**src/assert_macros.svh**
```systemverilog
// Assertion macros used by the interval set RTL
`ifndef ASSERT_MACROS_SVH
`define ASSERT_MACROS_SVH

// Check that a condition holds at every clock edge outside reset
`define ASSERT_ALWAYS(label, clk, rst_n, cond) \
    label: assert property (@(posedge clk) disable iff (!rst_n) (cond)) \
        else $error("assertion failed: condition does not hold");

// Check that a trigger is followed by a condition in the same cycle
`define ASSERT_IMPLY(label, clk, rst_n, trig, cond) \
    label: assert property (@(posedge clk) disable iff (!rst_n) (trig) |-> (cond)) \
        else $error("assertion failed: implication does not hold");

// Check that a trigger is followed by a condition in the next cycle
`define ASSERT_NEXT(label, clk, rst_n, trig, cond) \
    label: assert property (@(posedge clk) disable iff (!rst_n) (trig) |=> (cond)) \
        else $error("assertion failed: next-cycle implication does not hold");

`endif

```
**src/isie_pkg.sv**
```systemverilog
// Package with types and constants of the interval set block
`timescale 1ns / 1ps

package isie_pkg;

    localparam int TABLE_DEPTH_DEF = 16;
    localparam int FRAME_BITS_DEF  = 24;
    localparam int FIELD_BITS      = 24;
    localparam int POS_BITS        = 9;

    typedef enum logic [1:0] {
        CMD_INCLUDE = 2'd0,
        CMD_EXCLUDE = 2'd1,
        CMD_READ    = 2'd2,
        CMD_CLEAR   = 2'd3
    } cmd_code_t;

    typedef enum logic [1:0] {
        ST_OK    = 2'd0,
        ST_FULL  = 2'd1,
        ST_RANGE = 2'd2
    } status_code_t;

    typedef enum logic [3:0] {
        S_IDLE,
        S_INC_SCAN,
        S_INC_MERGE,
        S_EXC_EMPTY1,
        S_EXC_EMPTY2,
        S_EXC_SCAN,
        S_EXC_CUT,
        S_FINISH
    } state_t;

    typedef enum logic [2:0] {
        CELL_HOLD,
        CELL_LOAD,
        CELL_COMMIT,
        CELL_INSERT,
        CELL_REMOVE,
        CELL_SET_START
    } cell_op_t;

    typedef struct packed {
        cell_op_t              op;
        logic [POS_BITS-1:0]   pos;
        logic                  merge;
    } cell_ctrl_t;

    typedef struct packed {
        logic [1:0]            cmd;
        logic [FIELD_BITS-1:0] range_start;
        logic [FIELD_BITS-1:0] range_stop;
        logic                  stop_open;
        logic [3:0]            read_index;
    } cmd_item_t;

    typedef struct packed {
        logic [1:0]            status;
        logic [4:0]            entry_count;
        logic [FIELD_BITS-1:0] entry_start;
        logic [FIELD_BITS-1:0] entry_stop;
        logic                  entry_stop_open;
    } rsp_item_t;

endpackage

```
**src/isie_cell.sv**
```systemverilog
// One table cell: a working entry that shifts with its neighbors and a kept entry
`timescale 1ns / 1ps

module isie_cell #(
    parameter int FW  = 24,
    parameter int IDX = 0
) (
    input  logic                 clk,
    input  isie_pkg::cell_ctrl_t ctrl,
    input  logic [FW-1:0]        wr_st,
    input  logic [FW-1:0]        wr_en,
    input  logic                 wr_op,
    input  logic [FW-1:0]        left_st,
    input  logic [FW-1:0]        left_en,
    input  logic                 left_op,
    input  logic [FW-1:0]        right_st,
    input  logic [FW-1:0]        right_en,
    input  logic                 right_op,
    output logic [FW-1:0]        work_st,
    output logic [FW-1:0]        work_en,
    output logic                 work_op,
    output logic [FW-1:0]        keep_st,
    output logic [FW-1:0]        keep_en,
    output logic                 keep_op
);
    import isie_pkg::*;

    localparam logic [POS_BITS-1:0] MY_POS   = POS_BITS'(IDX);
    localparam logic [POS_BITS-1:0] NEXT_POS = POS_BITS'(IDX + 1);

    logic [FW-1:0] work_st_reg, work_st_next;
    logic [FW-1:0] work_en_reg, work_en_next;
    logic          work_op_reg, work_op_next;
    logic [FW-1:0] keep_st_reg, keep_st_next;
    logic [FW-1:0] keep_en_reg, keep_en_next;
    logic          keep_op_reg, keep_op_next;

    // Pick the next working and kept entry from the broadcast operation
    always_comb
    begin
        work_st_next = work_st_reg;
        work_en_next = work_en_reg;
        work_op_next = work_op_reg;
        keep_st_next = keep_st_reg;
        keep_en_next = keep_en_reg;
        keep_op_next = keep_op_reg;
        case (ctrl.op)
            CELL_LOAD:
            begin
                work_st_next = keep_st_reg;
                work_en_next = keep_en_reg;
                work_op_next = keep_op_reg;
            end
            CELL_COMMIT:
            begin
                keep_st_next = work_st_reg;
                keep_en_next = work_en_reg;
                keep_op_next = work_op_reg;
            end
            CELL_INSERT:
            begin
                if (MY_POS > ctrl.pos)
                begin
                    work_st_next = left_st;
                    work_en_next = left_en;
                    work_op_next = left_op;
                end
                else if (MY_POS == ctrl.pos)
                begin
                    work_st_next = wr_st;
                    work_en_next = wr_en;
                    work_op_next = wr_op;
                end
            end
            CELL_REMOVE:
            begin
                if (MY_POS >= ctrl.pos)
                begin
                    work_st_next = right_st;
                    work_en_next = right_en;
                    work_op_next = right_op;
                end
                else if (ctrl.merge && NEXT_POS == ctrl.pos)
                begin
                    work_en_next = wr_en;
                    work_op_next = wr_op;
                end
            end
            CELL_SET_START:
            begin
                if (MY_POS == ctrl.pos)
                begin
                    work_st_next = wr_st;
                end
            end
            default:
            begin
            end
        endcase
    end

    // Hold the entries
    always_ff @(posedge clk)
    begin
        work_st_reg <= work_st_next;
        work_en_reg <= work_en_next;
        work_op_reg <= work_op_next;
        keep_st_reg <= keep_st_next;
        keep_en_reg <= keep_en_next;
        keep_op_reg <= keep_op_next;
    end

    assign work_st = work_st_reg;
    assign work_en = work_en_reg;
    assign work_op = work_op_reg;
    assign keep_st = keep_st_reg;
    assign keep_en = keep_en_reg;
    assign keep_op = keep_op_reg;

endmodule

```
**config.mk**
```make
export PLATFORM = sky130hd
export DESIGN_NAME = isie_cell
export DESIGN_NICKNAME = d
export VERILOG_FILES = /design/src/assert_macros.svh /design/src/isie_pkg.sv /design/src/isie_cell.sv
export SDC_FILE = /design/constraint.sdc
export NUM_CORES = 1
export LEC_CHECK = 0
export BUFFER_PORTS_ARGS = -buffer_cell sky130_fd_sc_hd__buf_2
export CAP_MARGIN = 20
export CORE_MARGIN = 4
export CORE_UTILIZATION = 35
export CTS_BUF_LIST = sky130_fd_sc_hd__clkbuf_8
export CTS_CLUSTER_DIAMETER = 200
export DETAILED_ROUTE_END_ITERATION = 8
export MAX_ROUTING_LAYER = met4
export PLACE_DENSITY_LB_ADDON = 0.15
export SYNTH_ARGS = -nofsm -noshare
export SYNTH_HDL_FRONTEND = slang
export SYNTH_SLANG_ARGS = --single-unit
```
**constraint.sdc**
```tcl
create_clock -name clk -period 7.9 [get_ports clk]
set_input_delay 1.975 -clock clk [delete_from_list [all_inputs] [get_ports clk]]
set_output_delay 1.975 -clock clk [all_outputs]
set_load 0.01 [all_outputs]
```
== After elaboration in Yosys (flattened, before gate mapping) ==
Cells that the tools add are included.

* $lt $le $gt $ge: 2
* Equal/unequal tests: 9
* Mux-type cells: 14
* Reduce and logical (&&, ||, !) cells: 6

{| class="wikitable"
|+ Operator list
! cell !! count
|-
| two-way mux 24 bit || 7
|-
| one-hot mux 24 bit (4 select lines) || 1
|-
| one-hot mux 24 bit (3 select lines) || 1
|-
| == test 1 x 9 -> 1 bit (first input constant) || 1
|-
| >= comparator 1 x 9 -> 1 bit (first input constant) || 1
|-
| greater-than comparator 1 x 9 -> 1 bit (first input constant) || 1
|-
| zero test 9 bit || 1
|-
| == test 3 x 2 -> 1 bit (second input constant) || 2
|-
| == test 3 bit (second input constant) || 2
|-
| != test 3 bit (second input constant) || 2
|-
| two-way mux 1 bit || 4
|-
| nonzero test 4 bit || 1
|-
| == test 3 x 1 -> 1 bit (second input constant) || 1
|-
| one-hot mux 1 bit (3 select lines) || 1
|-
| AND reduction 3 bit || 1
|-
| nonzero test 3 bit || 1
|-
| != test 2 bit (second input constant) || 1
|-
| AND reduction 2 bit || 1
|-
| logical AND 1 bit || 1
|}

* Output and inout bits: 98
* Register bits: 98
* Bits of input ports: 161
* Logic and storage cells: 37

== Depth between registers and ports, before layout ==
Gate-level depths: netlist of the first run.

* Depth in word-level cells: 5
* Mapped depth: 7
* Depth with buffers taken out: 4

== Least setup slack after synthesis of the first run ==
OpenSTA, ideal clock, no wires.

* Path kind: input to register
* Start: in ctrl[11] (netlist bit)
* End: reg keep_en_reg[0] (netlist: keep_en[0]) (enable)
* Slack: 1.624 ns
* Data required time: 7.384 ns
* Stages: 3
* Data arrival time: 5.760 ns
* Library setup time: 0.516 ns
* Cells stage by stage: clkinv_1 clkbuf_1 nor3_1

* Longest elaborated chain between the ends: 1

{| class="wikitable"
|+ Ends and longest elaborated chain
! element !! RTL line !! RTL
|-
| start: declaration || isie_cell.sv:9 || <nowiki>input isie_pkg::cell_ctrl_t ctrl,</nowiki>
|-
| == test 3 x 2 -> 1 bit || isie_cell.sv:47 || <nowiki>case (ctrl.op)</nowiki>
|-
| end signal: assignment || isie_cell.sv:109 || <nowiki>keep_en_reg <= keep_en_next;</nowiki>
|-
| end: declaration || isie_cell.sv:35 || <nowiki>logic [FW-1:0] keep_en_reg, keep_en_next;</nowiki>
|}

No other way between the ends.
A chain may end at the register's enable or synchronous reset.

== Final worst setup path of the first run ==
* Start: in ctrl[7] (netlist bit)
* End: reg work_en_reg[11] (netlist: work_en[11]) (enable)

* Longest elaborated chain between the ends: 4
* Elaborated cells on any way between the ends: 8
* Classes of those cells: order compare: 2; eq/ne: 3; reduce/logical: 3

{| class="wikitable"
|+ Ends and longest elaborated chain
! element !! RTL line !! RTL
|-
| branches (longest 3 deep; another with >= comparator 1 x 9 -> 1 bit) || - ||
|-
| AND reduction 3 bit (no source line) (*) || - ||
|-
| end signal: assignment || isie_cell.sv:106 || <nowiki>work_en_reg <= work_en_next;</nowiki>
|-
| end: declaration || isie_cell.sv:32 || <nowiki>logic [FW-1:0] work_en_reg, work_en_next;</nowiki>
|}

Mark *: on every way between the ends.

==> results of run 1 <==
power groups by stage:
stage                     clock network, W  registers [W]  logic [W]
final                             0.000393       0.000614   0.000178
after global routing              0.000428       0.000616   0.000196
after CTS                         0.000404       0.000614   0.000177
after detailed placement                 0       0.000626   0.000177
after global placement                   0       0.000624   0.000173
after floorplan                          0       0.000634  0.0000856
through the flow:
stage | cells | utilization, % | hold slack (ps) | power (W) | instance area (um^2)
after floorplan | 512 | - | 499.0 | 0.0007193 | 5330
after global placement | 862 | 44.04 | 425.6 | 0.0007975 | 6474
after detailed placement | 863 | 44.23 | 429.7 | 0.0008026 | 6501
after CTS | 879 | 45.86 | 449.3 | 0.001196 | 6741
after global routing | 882 | 46.15 | 470.7 | 0.001240 | 6784
final | 882 | 46.15 | 450.8 | 0.001185 | 6784
path summary, 6_finish.rpt:
kind                    start     endpoint  slack, ps
setup reg to reg  keep_st[15]  work_st[15]       6830
hold reg to reg   work_en[11]  keep_en[11]        450
setup / recovery      ctrl[7]  work_en[11]       3420
hold / removal    work_en[11]  keep_en[11]        450
kinds of logic (layout without fill, tap and decap cells):
logic type / after synthesis / count (layout)
other cells: 0 / 1
flops: 98 / 98
simple gates: 232 / 232
compound gates: 129 / 129
buf+inv: 53 / 238
synth_stat cells (all sizes together):
library cell / n
a21boi: 24
a21o: 24
a21oi: 28
and2: 1
and3b: 1
buf: 13
clkbuf: 39
clkinv: 1
edfxtp: 98
nand2: 3
nand2b: 27
nand3: 49
nor2: 23
nor2b: 3
nor3: 121
o21ai: 2
o221ai: 1
o22ai: 26
o311ai: 23
o41ai: 1
or2: 1
or3: 1
or4: 2
metal layers:
metal	part of all wire [%]	vias up	global-route usage [%]	wire, um
met4	1.0	0	4.959	190
met5	0	-	-	0
li1	-	2342	-	-
met3	8.9	17	5.887	1625
met1	43	2409	26.84	7794
met2	47	236	34.10	8631
area by class of cell:
class | count | area [um^2]
Fill cell | 1420 | 7915
Sequential cell | 98 | 2943
Multi-Input combinational cell | 361 | 2181
Timing Repair Buffer | 221 | 1184
Tap cell | 184 | 230.2
Clock buffer | 9 | 123.9
Clock inverter | 7 | 116.4
Inverter | 1 | 3.754
Antenna cell | 1 | 2.502
==> flow_results.xml, run 1 <==
<?xml version="1.0" encoding="UTF-8"?>
<metrics>
  <group name="outcome">
    <metric name="status" unit="">complete, no violations</metric>
  </group>
  <group name="timing">
    <metric name="fmax" unit="GHz">0.2230</metric>
    <metric name="post-route-min-period" unit="ps">4485</metric>
    <metric name="final.period_utilization" unit="%">56.77</metric>
    <metric name="setup_violations" unit="">0</metric>
    <metric name="finalHoldViolCount" unit="">0</metric>
    <metric name="grt_setup_unrepaired" unit="">false</metric>
    <metric name="clock_skew" unit="ps">10.55</metric>
    <metric name="final_critical_path_setup_slack" unit="ps">3415</metric>
    <metric name="worst_slew_margin_rel" unit="%">32.78</metric>
    <metric name="tightestPinTransition" unit="ps">1006</metric>
    <metric name="maxSlewViolCount" unit="">0</metric>
    <metric name="fin_setup_tns" unit="ps">0</metric>
  </group>
  <group name="die">
    <metric name="design.die.area" unit="um^2">17270</metric>
    <metric name="die_w" unit="um">131.4</metric>
    <metric name="row_count" unit="">44</metric>
    <metric name="core_area" unit="um^2">14700</metric>
    <metric name="initial_core_utilization" unit="%">36.26</metric>
    <metric name="die_h" unit="um">131.4</metric>
    <metric name="boundaryPins" unit="">259</metric>
  </group>
  <group name="detailed_routing">
    <metric name="via_total_after_detailed_routing" unit="">5004</metric>
    <metric name="dr.first_iter.drc_count" unit="">417</metric>
    <metric name="first_pass_drt_iterations" unit="">5</metric>
    <metric name="viasPerCell" unit="">5.673</metric>
    <metric name="drtAntennaViolNets" unit="">0</metric>
    <metric name="route.detailed.drc" unit="">0</metric>
    <metric name="wire_per_inst" unit="um">20.68</metric>
    <metric name="detail_route.wirelength" unit="um">18240</metric>
  </group>
  <group name="synthesis">
    <metric name="syn-mean-instance-area" unit="um^2">10.41</metric>
    <metric name="ys.warnings.count" unit="">0</metric>
    <metric name="synth_largest_type_area_fraction" unit="%">55.21</metric>
    <metric name="synth_top_family_by_area" unit="">simple AND/OR/NAND/NOR gates</metric>
    <metric name="synth_cell_types" unit="">27</metric>
    <metric name="synth-simple-area-share" unit="%">23.59</metric>
    <metric name="synth_xor_area_share" unit="%">0</metric>
    <metric name="synth_sequential_area_ratio" unit="%">55.21</metric>
    <metric name="synthAdderAreaFrac" unit="%">0</metric>
    <metric name="synth_area_leader_cell" unit="">edfxtp_1</metric>
    <metric name="postSynthRegisterBits" unit="">98</metric>
    <metric name="synth_fp_nets" unit="">673</metric>
    <metric name="synth-compound-area-share" unit="%">16.74</metric>
    <metric name="synthesis.area" unit="um^2">5330</metric>
    <metric name="synthTopCellsByArea" unit="">edfxtp_1 (55%), nor3_1 (10%), nand3_1 (4.6%), o311ai_1 (3.8%), a21boi_0 (3.4%)</metric>
    <metric name="syn_inst" unit="">512</metric>
    <metric name="synth_mux_area_share" unit="%">0</metric>
  </group>
  <group name="placed_design">
    <metric name="gp_congestion" unit="">0.7712</metric>
    <metric name="placement.setup.worst_slack" unit="ps">2977</metric>
    <metric name="dp.final_hpwl" unit="um">11490</metric>
    <metric name="io_buffers" unit="">209</metric>
  </group>
  <group name="worst_setup_path">
    <metric name="timing.critical_path.cells" unit="">buf_2 -&gt; or4_1 -&gt; or3_2 -&gt; buf_4 -&gt; o21ai_2 -&gt; buf_4</metric>
    <metric name="critPathMostFrequentCell" unit="">buf_4</metric>
    <metric name="worstSetupStartpointType" unit="">input pin</metric>
    <metric name="end_kind" unit="">register</metric>
    <metric name="crit_fanout" unit="">50</metric>
    <metric name="critical_path.max_stage_delay" unit="ps">690</metric>
    <metric name="critical_path_cell_count" unit="">6</metric>
    <metric name="worst-endpoint-arrival" unit="ps">4560</metric>
    <metric name="timing.critical_path.buf_inv" unit="">3</metric>
    <metric name="critical-path-top-delay-family" unit="">simple AND/OR/NAND/NOR gates</metric>
    <metric name="critPathRequiredTime" unit="ps">7970</metric>
    <metric name="timing.critical_path.slowest_stage_cell" unit="">o21ai_2</metric>
    <metric name="worst_case_reg_to_reg_path_depth" unit="">3</metric>
    <metric name="setup.worst_path.class" unit="">input pin to register</metric>
  </group>
  <group name="power_and_ir_drop">
    <metric name="internal_power" unit="W">0.0008848</metric>
    <metric name="power.net_switching" unit="W">0.0003002</metric>
    <metric name="pwr-share-seq" unit="%">51.8</metric>
    <metric name="p_per_area" unit="nW/um^2">174.7</metric>
    <metric name="power_leakage" unit="nW">2.600</metric>
    <metric name="p_clk_share" unit="%">33.2</metric>
    <metric name="vdd.ir_drop.worst" unit="mV">0.08903</metric>
    <metric name="switching_share" unit="%">25.34</metric>
    <metric name="p_comb_share" unit="%">15.0</metric>
  </group>
  <group name="clocking">
    <metric name="ctsHoldBuffers" unit="">0</metric>
    <metric name="cts.root.buffer_cell" unit="">clkbuf_8</metric>
    <metric name="post_cts_resized" unit="">0</metric>
    <metric name="ctsLongestPathBuffers" unit="">2</metric>
    <metric name="ctsHtreeMaxLevel" unit="">3</metric>
    <metric name="clock_latency" unit="ps">380</metric>
    <metric name="clock-sinks" unit="">98</metric>
    <metric name="cts_made_buffers" unit="">9</metric>
    <metric name="post_cts.repair.setup_buffers" unit="">0</metric>
    <metric name="tritoncts" unit="">built</metric>
    <metric name="path_clk_slew" unit="ps">90</metric>
  </group>
  <group name="layout">
    <metric name="share_of_final_layout_standard_cells_stronger_than_drive_strength_1" unit="%">37.30</metric>
    <metric name="syn_to_final_growth" unit="%">27.28</metric>
    <metric name="layout.cells.most_common" unit="">buf_2</metric>
    <metric name="most-common-layout-cells" unit="">buf_2 (208), nor3_1 (105), edfxtp_1 (98)</metric>
    <metric name="design.final.nets" unit="">853</metric>
  </group>
  <group name="grt">
    <metric name="global_route_wire_length_before_repair" unit="um">28510</metric>
    <metric name="globalRouteOverflowTotal" unit="">0</metric>
    <metric name="antenna_found_initial" unit="">1</metric>
    <metric name="global_route.usage.total" unit="%">21.22</metric>
    <metric name="grt_pass1_vias" unit="">5059</metric>
    <metric name="grt_max_degree" unit="">70</metric>
  </group>
  <group name="worst_hold_path">
    <metric name="hold_class" unit="">register to register</metric>
    <metric name="holdPathStages" unit="">0</metric>
  </group>
  <group name="flow_run">
    <metric name="max-cap-violations" unit="">0</metric>
  </group>
</metrics>
Note: power is estimated with default switching activity, not from simulation.
==> run 2: changes to the inputs <==
==> constraint.sdc (replaced) <==
create_clock -name clk -period 4.2 [get_ports clk]
set_input_delay 1.05 -clock clk [delete_from_list [all_inputs] [get_ports clk]]
set_output_delay 1.05 -clock clk [all_outputs]
set_load 0.01 [all_outputs]
==> flow_results.xml, run 2 (same netlist as run 1, synthesis figures left out) <==
<?xml version="1.0" encoding="UTF-8"?>
<metrics>
  <group name="outcome">
    <metric name="status" unit="">complete, no violations</metric>
  </group>
  <group name="clocking">
    <metric name="ctsHoldBuffers" unit="">0</metric>
    <metric name="post_cts_resized" unit="">0</metric>
    <metric name="post_cts.repair.setup_buffers" unit="">0</metric>
    <metric name="cts_made_buffers" unit="">9</metric>
    <metric name="ctsHtreeMaxLevel" unit="">3</metric>
    <metric name="clock_latency" unit="ps">360</metric>
    <metric name="ctsLongestPathBuffers" unit="">2</metric>
    <metric name="path_clk_slew" unit="ps">90</metric>
    <metric name="cts.root.buffer_cell" unit="">clkbuf_8</metric>
    <metric name="tritoncts" unit="">built</metric>
    <metric name="clock-sinks" unit="">98</metric>
  </group>
  <group name="grt">
    <metric name="global_route.usage.total" unit="%">21.14</metric>
    <metric name="antenna_found_initial" unit="">1</metric>
    <metric name="grt_max_degree" unit="">51</metric>
    <metric name="global_route_wire_length_before_repair" unit="um">28140</metric>
    <metric name="globalRouteOverflowTotal" unit="">0</metric>
    <metric name="grt_pass1_vias" unit="">4949</metric>
  </group>
  <group name="worst_hold_path">
    <metric name="hold_class" unit="">register to register</metric>
    <metric name="holdCritStartpoint" unit="">work_en[14]</metric>
  </group>
  <group name="worst_setup_path">
    <metric name="timing.critical_path.buf_inv" unit="">2</metric>
    <metric name="worstSetupStartpointType" unit="">input pin</metric>
    <metric name="worst_case_reg_to_reg_path_depth" unit="">3</metric>
    <metric name="timing.critical_path.cells" unit="">buf_2 -&gt; or4_1 -&gt; or3_2 -&gt; buf_4 -&gt; nor3_1 -&gt; nor3_1</metric>
    <metric name="timing.critical_path.slowest_stage_cell" unit="">or3_2</metric>
    <metric name="setup.worst_path.class" unit="">input pin to register</metric>
    <metric name="worst-endpoint-arrival" unit="ps">3250</metric>
    <metric name="regToRegSetupSlack" unit="ps">3090</metric>
    <metric name="worstSetupStartpoint" unit="">ctrl[7]</metric>
    <metric name="critical_path_cell_count" unit="">6</metric>
    <metric name="end_kind" unit="">register</metric>
    <metric name="critPathMostFrequentCell" unit="">nor3_1</metric>
    <metric name="critical_r2r_launch" unit="">keep_st[17]</metric>
    <metric name="reg2reg_to" unit="">work_st[17]</metric>
    <metric name="crit_fanout" unit="">34</metric>
    <metric name="critical-path-top-delay-family" unit="">simple AND/OR/NAND/NOR gates</metric>
    <metric name="critical_path.max_stage_delay" unit="ps">720</metric>
    <metric name="worstSetupEndpoint" unit="">work_st[18]</metric>
    <metric name="critPathRequiredTime" unit="ps">4320</metric>
  </group>
  <group name="detailed_routing">
    <metric name="first_pass_drt_iterations" unit="">4</metric>
    <metric name="drtAntennaViolNets" unit="">0</metric>
    <metric name="detail_route.wirelength" unit="um">18410</metric>
    <metric name="via_total_after_detailed_routing" unit="">5088</metric>
    <metric name="dr.first_iter.drc_count" unit="">443</metric>
    <metric name="route.detailed.drc" unit="">0</metric>
    <metric name="wire_per_inst" unit="um">20.78</metric>
    <metric name="viasPerCell" unit="">5.743</metric>
  </group>
  <group name="die">
    <metric name="core_area" unit="um^2">14700</metric>
    <metric name="die_h" unit="um">131.4</metric>
    <metric name="row_count" unit="">44</metric>
    <metric name="die_w" unit="um">131.4</metric>
    <metric name="design.die.area" unit="um^2">17270</metric>
    <metric name="boundaryPins" unit="">259</metric>
    <metric name="initial_core_utilization" unit="%">36.26</metric>
  </group>
  <group name="timing">
    <metric name="worst_slew_margin_rel" unit="%">35.89</metric>
    <metric name="clock_skew" unit="ps">4.311</metric>
    <metric name="setup_violations" unit="">0</metric>
    <metric name="grt_setup_unrepaired" unit="">false</metric>
    <metric name="final.period_utilization" unit="%">74.52</metric>
    <metric name="finalHoldViolCount" unit="">0</metric>
    <metric name="post-route-min-period" unit="ps">3130</metric>
    <metric name="maxSlewViolCount" unit="">0</metric>
    <metric name="tightestPinTransition" unit="ps">959.4</metric>
    <metric name="fin_setup_tns" unit="ps">0</metric>
    <metric name="fmax" unit="GHz">0.3195</metric>
  </group>
  <group name="power_and_ir_drop">
    <metric name="p_per_area" unit="nW/um^2">310.3</metric>
    <metric name="design_power_total" unit="W">0.002085</metric>
    <metric name="power_leakage" unit="nW">2.588</metric>
    <metric name="vdd.ir_drop.worst" unit="mV">0.1400</metric>
  </group>
  <group name="placed_design">
    <metric name="dp.final_hpwl" unit="um">11860</metric>
    <metric name="gp_congestion" unit="">0.8118</metric>
    <metric name="io_buffers" unit="">209</metric>
  </group>
  <group name="layout">
    <metric name="design.final.nets" unit="">856</metric>
    <metric name="filler_cell_count" unit="">1423</metric>
    <metric name="layout.cells.most_common" unit="">buf_2</metric>
    <metric name="syn_to_final_growth" unit="%">26.08</metric>
    <metric name="share_of_final_layout_standard_cells_stronger_than_drive_strength_1" unit="%">37.00</metric>
    <metric name="most-common-layout-cells" unit="">buf_2 (208), nor3_1 (105), edfxtp_1 (98)</metric>
  </group>
  <group name="flow_run">
    <metric name="max-cap-violations" unit="">0</metric>
  </group>
</metrics>
[run 2: stage by stage]
stage          worst slack [ps]  cells  utilization, %  hold slack, ps  area, um^2
2_1_floorplan             343.5    512               -           499.0        5335
3_3_place_gp              734.2    868           44.48           429.8        6538
3_5_place_dp              693.1    868           44.48           431.2        6538
4_1_cts                    1105    884           45.68           452.1        6715
5_1_grt                    1052    885           45.70           460.5        6718
6_report                   1070    886           45.72           455.2        6720
[run 2: per-layer routing]
metal,share of wire [%],track usage (%)
met4,1.1,6.418
met5,0,-
met2,46,32.81
met1,44,27.56
met3,9.1,5.161
[run 2: where the power goes]
part           internal, W  switching (W)  leakage [nW]  total, W
Combinational     0.000140       0.000198          1.58  0.000338
Sequential         0.00113      0.0000259         0.906   0.00115
Clock             0.000265       0.000329         0.102  0.000594
Total              0.00153       0.000552          2.59   0.00209
[run 2: area by class of cell]
class                      count  area (um^2)  share of cell area, %
sequential                    98         2943                  43.79
multi-input combinational    361         2187                  32.55
timing repair buffer         224         1174                  17.46
tap                          184        230.2                  3.426
clock buffer                   9        123.9                  1.843
clock inverter                 7        53.80                 0.8006
antenna                        2        5.005                0.07447
inverter                       1        3.754                0.05586
[run 2: how the worst min path moves through the flow]
stage	to	cells past startpoint
after CTS	keep_en[14]	0
final	keep_en[14]	0
after global placement	keep_en[11]	0
after detailed placement	keep_en[14]	0
after global routing	keep_en[2]	0
after floorplan	keep_en[0]	0
==> run 3: changes to the inputs <==
==> constraint.sdc (replaced) <==
create_clock -name clk -period 3.2 [get_ports clk]
set_input_delay 0.8 -clock clk [delete_from_list [all_inputs] [get_ports clk]]
set_output_delay 0.8 -clock clk [all_outputs]
set_load 0.01 [all_outputs]
==> flow_results.xml, run 3 (same netlist as run 1, synthesis figures left out) <==
<?xml version="1.0" encoding="UTF-8"?>
<metrics>
  <group name="outcome">
    <metric name="status" unit="">complete, no violations</metric>
  </group>
  <group name="grt">
    <metric name="global_route_wire_length_before_repair" unit="um">29100</metric>
    <metric name="globalRouteOverflowTotal" unit="">0</metric>
    <metric name="antenna_found_initial" unit="">0</metric>
    <metric name="grt_max_degree" unit="">51</metric>
    <metric name="grt_pass1_vias" unit="">5380</metric>
    <metric name="global_route.usage.total" unit="%">21.54</metric>
  </group>
  <group name="placed_design">
    <metric name="io_buffers" unit="">209</metric>
    <metric name="placement.setup.worst_slack" unit="ps">329.1</metric>
    <metric name="gp_congestion" unit="">0.8060</metric>
    <metric name="dp.final_hpwl" unit="um">12230</metric>
  </group>
  <group name="power_and_ir_drop">
    <metric name="power_leakage" unit="nW">2.623</metric>
    <metric name="internal_power" unit="W">0.001956</metric>
    <metric name="pwr-share-seq" unit="%">55.5</metric>
    <metric name="p_clk_share" unit="%">27.9</metric>
    <metric name="vdd.ir_drop.worst" unit="mV">0.3143</metric>
    <metric name="p_per_area" unit="nW/um^2">401.4</metric>
    <metric name="power.net_switching" unit="W">0.0007756</metric>
    <metric name="switching_share" unit="%">28.39</metric>
    <metric name="p_comb_share" unit="%">16.6</metric>
  </group>
  <group name="detailed_routing">
    <metric name="detail_route.wirelength" unit="um">18670</metric>
    <metric name="via_total_after_detailed_routing" unit="">5120</metric>
    <metric name="wire_per_inst" unit="um">20.93</metric>
    <metric name="drtAntennaViolNets" unit="">0</metric>
    <metric name="dr.first_iter.drc_count" unit="">376</metric>
    <metric name="viasPerCell" unit="">5.740</metric>
    <metric name="route.detailed.drc" unit="">0</metric>
    <metric name="first_pass_drt_iterations" unit="">5</metric>
  </group>
  <group name="layout">
    <metric name="layout.cells.most_common" unit="">buf_2</metric>
    <metric name="design.final.nets" unit="">864</metric>
    <metric name="share_of_final_layout_standard_cells_stronger_than_drive_strength_1" unit="%">37.99</metric>
    <metric name="syn_to_final_growth" unit="%">27.68</metric>
    <metric name="antenna_cells" unit="">0</metric>
    <metric name="most-common-layout-cells" unit="">buf_2 (208), nor3_1 (105), edfxtp_1 (98)</metric>
    <metric name="filler_cell_count" unit="">1416</metric>
  </group>
  <group name="clocking">
    <metric name="ctsHoldBuffers" unit="">0</metric>
    <metric name="ctsHtreeMaxLevel" unit="">3</metric>
    <metric name="post_cts_resized" unit="">0</metric>
    <metric name="clock_latency" unit="ps">380</metric>
    <metric name="post_cts.repair.setup_buffers" unit="">0</metric>
    <metric name="ctsLongestPathBuffers" unit="">2</metric>
    <metric name="path_clk_slew" unit="ps">100</metric>
    <metric name="cts.root.buffer_cell" unit="">clkbuf_8</metric>
    <metric name="clock-sinks" unit="">98</metric>
    <metric name="cts_made_buffers" unit="">9</metric>
    <metric name="tritoncts" unit="">built</metric>
  </group>
  <group name="die">
    <metric name="initial_core_utilization" unit="%">36.26</metric>
    <metric name="design.die.area" unit="um^2">17270</metric>
    <metric name="core_area" unit="um^2">14700</metric>
    <metric name="boundaryPins" unit="">259</metric>
    <metric name="die_w" unit="um">131.4</metric>
    <metric name="row_count" unit="">44</metric>
    <metric name="die_h" unit="um">131.4</metric>
  </group>
  <group name="timing">
    <metric name="grt_setup_unrepaired" unit="">false</metric>
    <metric name="fin_setup_tns" unit="ps">0</metric>
    <metric name="tightestPinTransition" unit="ps">518.8</metric>
    <metric name="fmax" unit="GHz">0.4036</metric>
    <metric name="finalHoldViolCount" unit="">0</metric>
    <metric name="post-route-min-period" unit="ps">2478</metric>
    <metric name="final_critical_path_setup_slack" unit="ps">722.5</metric>
    <metric name="clock_skew" unit="ps">10.33</metric>
    <metric name="setup_violations" unit="">0</metric>
    <metric name="worst_slew_margin_rel" unit="%">65.41</metric>
    <metric name="maxSlewViolCount" unit="">0</metric>
    <metric name="final.period_utilization" unit="%">77.42</metric>
  </group>
  <group name="worst_setup_path">
    <metric name="critPathRequiredTime" unit="ps">3340</metric>
    <metric name="timing.critical_path.cells" unit="">buf_2 -&gt; or4_1 -&gt; or3_2 -&gt; buf_4 -&gt; nor3_1 -&gt; nor3_1</metric>
    <metric name="reg2reg_to" unit="">work_st[15]</metric>
    <metric name="end_kind" unit="">register</metric>
    <metric name="timing.critical_path.slowest_stage_cell" unit="">or4_1</metric>
    <metric name="worst-endpoint-arrival" unit="ps">2620</metric>
    <metric name="worst_case_reg_to_reg_path_depth" unit="">3</metric>
    <metric name="setup.worst_path.class" unit="">input pin to register</metric>
    <metric name="critical-path-top-delay-family" unit="">simple AND/OR/NAND/NOR gates</metric>
    <metric name="critical_path.max_stage_delay" unit="ps">630</metric>
    <metric name="crit_fanout" unit="">24</metric>
    <metric name="timing.critical_path.buf_inv" unit="">2</metric>
    <metric name="critical_r2r_launch" unit="">keep_st[15]</metric>
    <metric name="regToRegSetupSlack" unit="ps">2110</metric>
    <metric name="worstSetupStartpointType" unit="">input pin</metric>
    <metric name="critPathMostFrequentCell" unit="">nor3_1</metric>
  </group>
  <group name="worst_hold_path">
    <metric name="hold_class" unit="">register to register</metric>
    <metric name="worst_hold_path.endpoint" unit="">keep_en[21]</metric>
    <metric name="holdPathStages" unit="">0</metric>
    <metric name="holdCritStartpoint" unit="">work_en[21]</metric>
  </group>
  <group name="flow_run">
    <metric name="max-cap-violations" unit="">0</metric>
  </group>
</metrics>
-- run 3: power groups by stage --
stage          clock network (W)  logic (W)  registers [W]
2_1_floorplan                  0   0.000214        0.00156
4_1_cts                 0.000795   0.000455        0.00152
5_1_grt                 0.000839   0.000496        0.00152
3_5_place_dp                   0   0.000453        0.00154
3_3_place_gp                   0   0.000447        0.00154
6_report                0.000763   0.000453        0.00151
-- run 3: worst register-to-register path, delay by kind of cell, from the launching register on --
family | cells | cell delay [ps]
and+or+nand+nor | 1 | 50
DFF | 1 | 450
AOI/OAI and AO/OA | 2 | 350
-- run 3: routing by layer --
| layer | routed length [um] | track usage [%] | vias up |
|---|---|---|---|
| li1 | - | - | 2364 |
| met1 | 8043 | 27.01 | 2497 |
| met2 | 8818 | 34.53 | 244 |
| met3 | 1650 | 6.613 | 15 |
| met4 | 159 | 4.842 | 0 |
| met5 | 0 | - | - |
-- run 3: stage by stage --
step | instances | hold slack (ps) | power (W) | area (um^2) | util, %
2_1_floorplan | 512 | 499.0 | 0.001776 | 5349 | -
3_3_place_gp | 876 | 426.5 | 0.001987 | 6635 | 45.14
3_5_place_dp | 876 | 431.0 | 0.001997 | 6635 | 45.14
4_1_cts | 892 | 449.1 | 0.002766 | 6805 | 46.30
5_1_grt | 892 | 461.7 | 0.002856 | 6805 | 46.30
6_report | 892 | 449.6 | 0.002732 | 6805 | 46.30
-- run 3: worst max-delay path by stage --
stage            start     endpoint  slack, ps  cells after the start
2_1_floorplan  ctrl[3]   work_en[0]        130                      5
3_3_place_gp   ctrl[7]  work_st[13]        350                      6
3_5_place_dp   ctrl[7]  work_st[14]        330                      6
4_1_cts        ctrl[7]  work_en[23]        750                      6
5_1_grt        ctrl[7]   work_st[4]        670                      6
6_report       ctrl[7]   work_st[4]        720                      6
-- run 3: area by class of cell --
cell class | count | area [um^2] | area share [%]
clock buffer | 9 | 123.9 | 1.820
clock inverter | 7 | 46.29 | 0.6803
inverter | 1 | 3.754 | 0.05516
multi-input combinational | 361 | 2187 | 32.14
sequential | 98 | 2943 | 43.24
tap | 184 | 230.2 | 3.383
timing repair buffer | 232 | 1271 | 18.68
